`src/hdl/etlc_pkg.sv`:
```
package etlc_pkg;

   // Level codes reported in the response word.
   localparam logic [2:0] LVL_L1    = 3'd0;
   localparam logic [2:0] LVL_L2    = 3'd1;
   localparam logic [2:0] LVL_L3    = 3'd2;
   localparam logic [2:0] LVL_MAIN  = 3'd3;
   localparam logic [2:0] LVL_STORE = 3'd4;

   // Codes of the level currently being searched.
   localparam logic [1:0] SCAN_L1   = 2'd0;
   localparam logic [1:0] SCAN_L2   = 2'd1;
   localparam logic [1:0] SCAN_L3   = 2'd2;
   localparam logic [1:0] SCAN_MAIN = 2'd3;

   // Per-level access costs.
   localparam logic [5:0] COST_L1    = 6'd10;
   localparam logic [5:0] COST_L2    = 6'd11;
   localparam logic [5:0] COST_L3    = 6'd12;
   localparam logic [5:0] COST_MAIN  = 6'd13;
   localparam logic [5:0] COST_STORE = 6'd14;

   typedef enum logic [1:0] {
      ST_IDLE,
      ST_START,
      ST_SCAN,
      ST_COMMIT
   } state_type;

   typedef struct packed {
      logic       accept;
      logic       scan_start;
      logic [1:0] level;
      logic       commit;
   } cmd_type;

   typedef struct packed {
      logic scan_done;
      logic hit;
      logic out_free;
   } status_type;

   // Accumulated cost of an access that ends at the given level.
   function automatic logic [5:0] cost_of(input logic [2:0] lvl);
      logic [5:0] c;
      unique case (lvl)
         LVL_L1:   c = COST_L1;
         LVL_L2:   c = COST_L1 + COST_L2;
         LVL_L3:   c = COST_L1 + COST_L2 + COST_L3;
         LVL_MAIN: c = COST_L1 + COST_L2 + COST_L3 + COST_MAIN;
         default:  c = COST_L1 + COST_L2 + COST_L3 + COST_MAIN + COST_STORE;
      endcase
      return c;
   endfunction

endpackage

```
`src/hdl/etlc_ctrl.sv`:
```
module etlc_ctrl (
   input  logic                 clock,
   input  logic                 reset,
   input  logic                 req_valid,
   output logic                 req_stall,
   output etlc_pkg::cmd_type    cmd,
   input  etlc_pkg::status_type status
);
   import etlc_pkg::*;

   state_type  state_ff, state_in;
   logic [1:0] lvl_ff, lvl_in;

   // State and level registers.
   always_ff @(posedge clock) begin
      if (reset) begin
         state_ff <= ST_IDLE;
         lvl_ff   <= SCAN_L1;
      end else begin
         state_ff <= state_in;
         lvl_ff   <= lvl_in;
      end
   end

   // Next state and commands.
   always_comb begin
      state_in       = state_ff;
      lvl_in         = lvl_ff;
      cmd            = '0;
      cmd.level      = lvl_ff;
      req_stall      = 1'b1;
      unique case (state_ff)
         ST_IDLE: begin
            req_stall = 1'b0;
            if (req_valid) begin
               cmd.accept = 1'b1;
               lvl_in     = SCAN_L1;
               state_in   = ST_START;
            end
         end
         ST_START: begin
            cmd.scan_start = 1'b1;
            state_in       = ST_SCAN;
         end
         ST_SCAN: begin
            if (status.scan_done) begin
               if (status.hit || lvl_ff == SCAN_MAIN) begin
                  state_in = ST_COMMIT;
               end else begin
                  lvl_in   = lvl_ff + 2'd1;
                  state_in = ST_START;
               end
            end
         end
         ST_COMMIT: begin
            if (status.out_free) begin
               cmd.commit = 1'b1;
               state_in   = ST_IDLE;
            end
         end
         default: state_in = ST_IDLE;
      endcase
   end

endmodule

```
`config.mk`:
```
export PLATFORM = sky130hd
export DESIGN_NAME = etlc_ctrl
export DESIGN_NICKNAME = d
export VERILOG_FILES = /design/src/hdl/etlc_pkg.sv /design/src/hdl/etlc_ctrl.sv
export SDC_FILE = /design/constraint.sdc
export NUM_CORES = 1
export LEC_CHECK = 0
export ABC_CLOCK_PERIOD_IN_PS = 2350
export BUFFER_PORTS_ARGS = -buffer_cell sky130_fd_sc_hd__buf_2
export CAP_MARGIN = 20
export CORE_AREA = 2 2 39 41
export CTS_CLUSTER_DIAMETER = 100
export DETAILED_ROUTE_END_ITERATION = 16
export DIE_AREA = 0 0 41 43
export GPL_ROUTABILITY_DRIVEN = 0
export MAX_ROUTING_LAYER = met4
export PLACE_DENSITY = 0.49
export SETUP_SLACK_MARGIN = 0.2
export SLEW_MARGIN = 20
export SYNTH_ARGS = -nofsm -noshare
export SYNTH_HDL_FRONTEND = slang
export SYNTH_SLANG_ARGS = --single-unit
export TNS_END_PERCENT = 10
```
`constraint.sdc`:
```
create_clock -name clock -period 2.35 [get_ports clock]
set_clock_uncertainty 0.2 [all_clocks]
set_input_delay 0.235 -clock clock [delete_from_list [all_inputs] [get_ports clock]]
set_output_delay 0.235 -clock clock [all_outputs]
set_load 0.01 [all_outputs]
```
; Yosys cells after proc, flatten, opt, wreduce, memory -nomap -nowiden
; Index checks and enable logic that the tools add are counted.
[op_classes]
n_eq_ne = 8
muxes = 15
n_addsub = 1
n_reduce_logical = 5
[op_table]
columns = cell, n
row1 = 2-bit two-way mux, 7
row2 = "2-bit != test, second input constant", 4
row3 = 2-bit case mux with 4 select lines, 1
row4 = "2-bit equality test, second input constant", 3
row5 = 1-bit two-way mux, 6
row6 = 2-bit case mux with 2 select lines, 1
row7 = 4-bit AND reduction, 1
row8 = 3-bit AND reduction, 1
row9 = "2-bit by 1-bit adder with 2-bit output, second input constant", 1
row10 = "2-bit by 1-bit equality test with 1-bit output, second input constant", 1
row11 = 2-bit logical NOT, 1
row12 = 2-bit nonzero test, 1
row13 = 1-bit logical OR, 1
[word_totals]
out_inout_bits = 6
register_bits = 4
inputBits = 6

; Longest topological paths before layout
[logic_depth]
depth_word = 5
ltp_mapped = 4
mapped_depth_nobuf = 4

; Worst setup path after synthesis
; OpenSTA, ideal clock, no wires.
[synth_timing]
kind = reg-to-reg
startpoint = register lvl_ff[0]
endpoint = register lvl_ff[0]
arrival_time_ps = 1235
path_stages_with_launch = 5
n_path_buf = 0
path_slack_ps = 841
required_ps = 2076
path_cell_list = dfxtp_1 ha_1 nand4bb_2 or3_1 a31oi_1
[synth_via]
elab_chain_len = 4
word_cells_on_any_way = 8
classes_between = add/sub (1) / eq/ne (2) / mux (3) / reduce/logical (2)
[synth_lines]
columns = element, line
row1 = start: declaration, etlc_ctrl.sv:12  ; logic [1:0] lvl_ff, lvl_in;
row2 = start signal: assignment, etlc_ctrl.sv:21  ; lvl_ff <= lvl_in;
row3 = 2-bit by 1-bit adder with 2-bit output / 2-bit equality test (equally long branches), "etlc_ctrl.sv:50, etlc_ctrl.sv:47"
row4 = 2-bit two-way mux / 1-bit logical OR (equally long branches), etlc_ctrl.sv:47  ; if (status.hit || lvl_ff == SCAN_MAIN) begin
row5 = 2-bit two-way mux / 2-bit != test (equally long branches), n/a
row6 = 2-bit case mux with 2 select lines / 4-bit AND reduction (equally long branches), n/a
; Several ways; a longest one is shown, not always the timed one. The select of a mux whose other input is x is not followed.
; A chain may end at the register's enable or synchronous reset.

; Worst setup path after layout
; Ends and elaborated chain as after synthesis.

==> run_summary.xml <==
<?xml version="1.0" encoding="UTF-8"?>
<metrics>
  <group name="outcome">
    <metric name="run_status" unit="">finished, final reports clean</metric>
  </group>
  <group name="timing">
    <metric name="finalCriticalPeriod" unit="ns">1.57</metric>
    <metric name="achievable-frequency" unit="MHz">638</metric>
    <metric name="relSlewSlack" unit="">0.782</metric>
    <metric name="setup_viol" unit="">0</metric>
    <metric name="hold_viol_final" unit="">0</metric>
    <metric name="timing.final.crit_share" unit="">0.667</metric>
    <metric name="finalMaxSlewViolations" unit="">0</metric>
    <metric name="worstMarginPinSlew" unit="ns">0.322</metric>
    <metric name="finalSetupTns" unit="ns">0</metric>
    <metric name="rsz0062_at_grt" unit="">no</metric>
  </group>
  <group name="place">
    <metric name="place_hpwl" unit="um">454</metric>
    <metric name="place.port_buffers" unit="">11</metric>
    <metric name="placed_cells" unit="">57</metric>
  </group>
  <group name="logic_synthesis">
    <metric name="mappedNetlistArea" unit="um2">233</metric>
    <metric name="synth_sequential_area_ratio" unit="">0.344</metric>
    <metric name="synthesis.area_per_instance" unit="um2">7.76</metric>
    <metric name="synth-adder-area-share" unit="">0.0538</metric>
    <metric name="synth_fp_nets" unit="">37</metric>
    <metric name="netlist_instances" unit="">30</metric>
    <metric name="synth_top_family_by_area" unit="">simple AND/OR/NAND/NOR gates</metric>
    <metric name="synth.mux.area_fraction" unit="">0</metric>
    <metric name="ys_warn_count" unit="">0</metric>
    <metric name="synth.distinct_cells" unit="">15</metric>
    <metric name="ys_seq_elements" unit="">4</metric>
    <metric name="synth_xor_area_frac" unit="">0</metric>
    <metric name="synth-compound-area-share" unit="">0.167</metric>
    <metric name="synth_simple_gate_area_frac" unit="">0.387</metric>
  </group>
  <group name="grt">
    <metric name="grt_antenna_before_repair" unit="">0</metric>
    <metric name="grt_max_degree" unit="">9</metric>
    <metric name="first_global_vias" unit="">227</metric>
    <metric name="first_pass_grt_wire_length" unit="um">959</metric>
    <metric name="grt_use_total" unit="">0.0897</metric>
    <metric name="total_global_routing_overflow" unit="">0</metric>
  </group>
  <group name="setup_path">
    <metric name="cpLargestDelayFamily" unit="">simple AND/OR/NAND/NOR gates</metric>
    <metric name="critical_path.max_stage_delay" unit="ns">0.34</metric>
    <metric name="nature_of_the_critical_path_endpoint" unit="">flop</metric>
    <metric name="cp_slowest_cell" unit="">or3_1</metric>
    <metric name="timing.reg2reg.worst_path_depth" unit="">4</metric>
    <metric name="timing.critical_path.cells" unit="">ha_1, nand4bb_2, or3_1, a31oi_1</metric>
    <metric name="worst-endpoint-required" unit="ns">2.31</metric>
    <metric name="crit_path_max_fanout" unit="">5</metric>
    <metric name="start_kind" unit="">flop</metric>
    <metric name="critPathBufInv" unit="">0</metric>
    <metric name="reg2reg_to" unit="">lvl_ff[0]$_SDFFE_PP0P_</metric>
    <metric name="reg2reg_from" unit="">lvl_ff[0]$_SDFFE_PP0P_</metric>
    <metric name="crit_arrival" unit="ns">1.53</metric>
    <metric name="crit_type" unit="">flop to flop</metric>
    <metric name="r2r_slack" unit="ns">0.78</metric>
  </group>
  <group name="cells_and_area">
    <metric name="n_antenna_cell" unit="">0</metric>
    <metric name="drive_gt1_frac" unit="">0.364</metric>
    <metric name="layout_commonest_cell" unit="">buf_2</metric>
    <metric name="flow.area_growth_from_synthesis" unit="%">41.9</metric>
    <metric name="layout_common_cells" unit="">11 x buf_2, 5 x nand2_1, 4 x dfxtp_1</metric>
    <metric name="fin_cells" unit="">60</metric>
    <metric name="filler_cell_count" unit="">163</metric>
    <metric name="final_net_count" unit="">53</metric>
  </group>
  <group name="clocking">
    <metric name="cts_tree" unit="">built</metric>
    <metric name="worstSkewPairLatency" unit="ns">0.23</metric>
    <metric name="tritoncts_num_sinks" unit="">4</metric>
    <metric name="ctsHoldBuffers" unit="">0</metric>
    <metric name="clkTransAtPathRegs" unit="ns">0.04</metric>
    <metric name="cts-resized-gates" unit="">0</metric>
    <metric name="cts_max_level" unit="">1</metric>
    <metric name="cts_inserted_buffers" unit="">3</metric>
    <metric name="clock_tree.buffer_depth" unit="">2</metric>
    <metric name="cts_root_buf" unit="">clkbuf_4</metric>
    <metric name="cts.repair_timing.setup_buffer_count" unit="">0</metric>
  </group>
  <group name="die">
    <metric name="chip_height" unit="um">43</metric>
    <metric name="chipWidth" unit="um">41</metric>
    <metric name="fp.dieArea" unit="mm2">0.00176</metric>
    <metric name="total_number_of_placement_rows" unit="">14</metric>
    <metric name="top_level_ports" unit="">12</metric>
    <metric name="core-area" unit="mm2">0.00138</metric>
    <metric name="starting_density_of_the_core" unit="">0.168</metric>
  </group>
  <group name="detailed_routing">
    <metric name="postRouteAntennaNets" unit="">0</metric>
    <metric name="wl_per_cell" unit="um">9.50</metric>
    <metric name="drt_iter0_drc" unit="">5</metric>
    <metric name="post-route-drc-count" unit="">0</metric>
    <metric name="drtPass1Iterations" unit="">2</metric>
    <metric name="num_vias" unit="">255</metric>
    <metric name="routed_wirelength" unit="um">570</metric>
    <metric name="vias_per_cell" unit="">4.25</metric>
  </group>
  <group name="min_path">
    <metric name="holdPathStages" unit="">2</metric>
    <metric name="min_path_type" unit="">input port to flop</metric>
    <metric name="worstHoldStart" unit="">reset</metric>
    <metric name="holdPathEnd" unit="">state_ff[1]$_SDFFE_PP0P_</metric>
  </group>
  <group name="pwr">
    <metric name="ir_worst_vdd" unit="mV">0.196</metric>
    <metric name="power.density" unit="mW/mm2">584</metric>
    <metric name="static_leakage_power" unit="nW">0.155</metric>
  </group>
  <group name="job">
    <metric name="timing.max_cap.violations" unit="">0</metric>
  </group>
</metrics>
synth_stat cells:
cell	count	share of area
a21oi_1	2	0.043
a21o_1	1	0.032
dfxtp_1	4	0.34
ha_1	1	0.054
nand3b_1	2	0.064
or3_1	1	0.027
nand3_1	2	0.043
nand4bb_2	1	0.070
nand2_1	5	0.081
inv_1	3	0.048
nand2b_1	1	0.027
a31oi_1	2	0.054
o311ai_0	1	0.038
nor2_1	3	0.048
or2_2	1	0.027
per-stage QoR:
step	util	hold slack, ns	setup WS, ns	power, mW	area (um2)
after floorplan	-	0.104	0.841	0.0953	233
after global placement	0.222	0.263	0.810	0.111	308
after detailed placement	0.222	0.265	0.797	0.111	308
after CTS	0.239	0.0214	0.772	0.197	330
after global routing	0.239	0.0267	0.657	0.208	330
final	0.239	0.0229	0.782	0.193	330
power breakdown:
part | internal, mW | switching (mW)
combinational | 0.0154 | 0.0163
clock | 0.0570 | 0.0266
sequential | 0.0717 | 0.00596
total | 0.144 | 0.0488
how the worst max path moves through the flow:
stage,startpoint,endpoint,cells past startpoint
after CTS,lvl_ff[0]$_SDFFE_PP0P_,lvl_ff[0]$_SDFFE_PP0P_,4
after floorplan,lvl_ff[0]$_SDFFE_PP0P_,lvl_ff[0]$_SDFFE_PP0P_,4
final,lvl_ff[0]$_SDFFE_PP0P_,lvl_ff[0]$_SDFFE_PP0P_,4
after global placement,lvl_ff[0]$_SDFFE_PP0P_,lvl_ff[0]$_SDFFE_PP0P_,4
after global routing,lvl_ff[0]$_SDFFE_PP0P_,lvl_ff[0]$_SDFFE_PP0P_,4
after detailed placement,lvl_ff[0]$_SDFFE_PP0P_,lvl_ff[0]$_SDFFE_PP0P_,4
flip-flops by register name (all words and copies together) (netlist names):
signal and cells:
lvl_ff 2, state_ff 2
routing by layer:
layer  share of wire  global-route usage  vias to the layer above  wire (um)
met5               0                   -                        -          0
met4           0.012              0.0600                        0          7
met3            0.13              0.0628                        2         75
met2            0.37              0.0938                       13        209
met1            0.49               0.117                      106        278
li1                -                   -                      134          -
cell families (layout without fill, tap and decap cells):
group	count (synthesis)	in the layout
adder cells (fa/ha/maj)	1	1
AND/OR/NAND/NOR	16	16
buffers and inverters	3	17
flip-flops	4	4
AO/OA/AOI/OAI	6	6
worst register-to-register path, cell delays in order (launching register included):
cell and delay, ns:
dfxtp_1 0.33, ha_1 0.21, nand4bb_2 0.25, or3_1 0.34
a31oi_1 0.16
final cells by class:
| type | instances | area (um2) | share of cell area |
|---|---|---|---|
| clock buffers | 3 | 22.5 | 0.0682 |
| inverters | 3 | 11.3 | 0.0341 |
| multi-input cells | 23 | 141 | 0.428 |
| flip-flops and latches | 4 | 80.1 | 0.242 |
| well taps | 16 | 20.0 | 0.0606 |
| repair buffers | 11 | 55.1 | 0.167 |
Power figures use the tool's default switching activity.
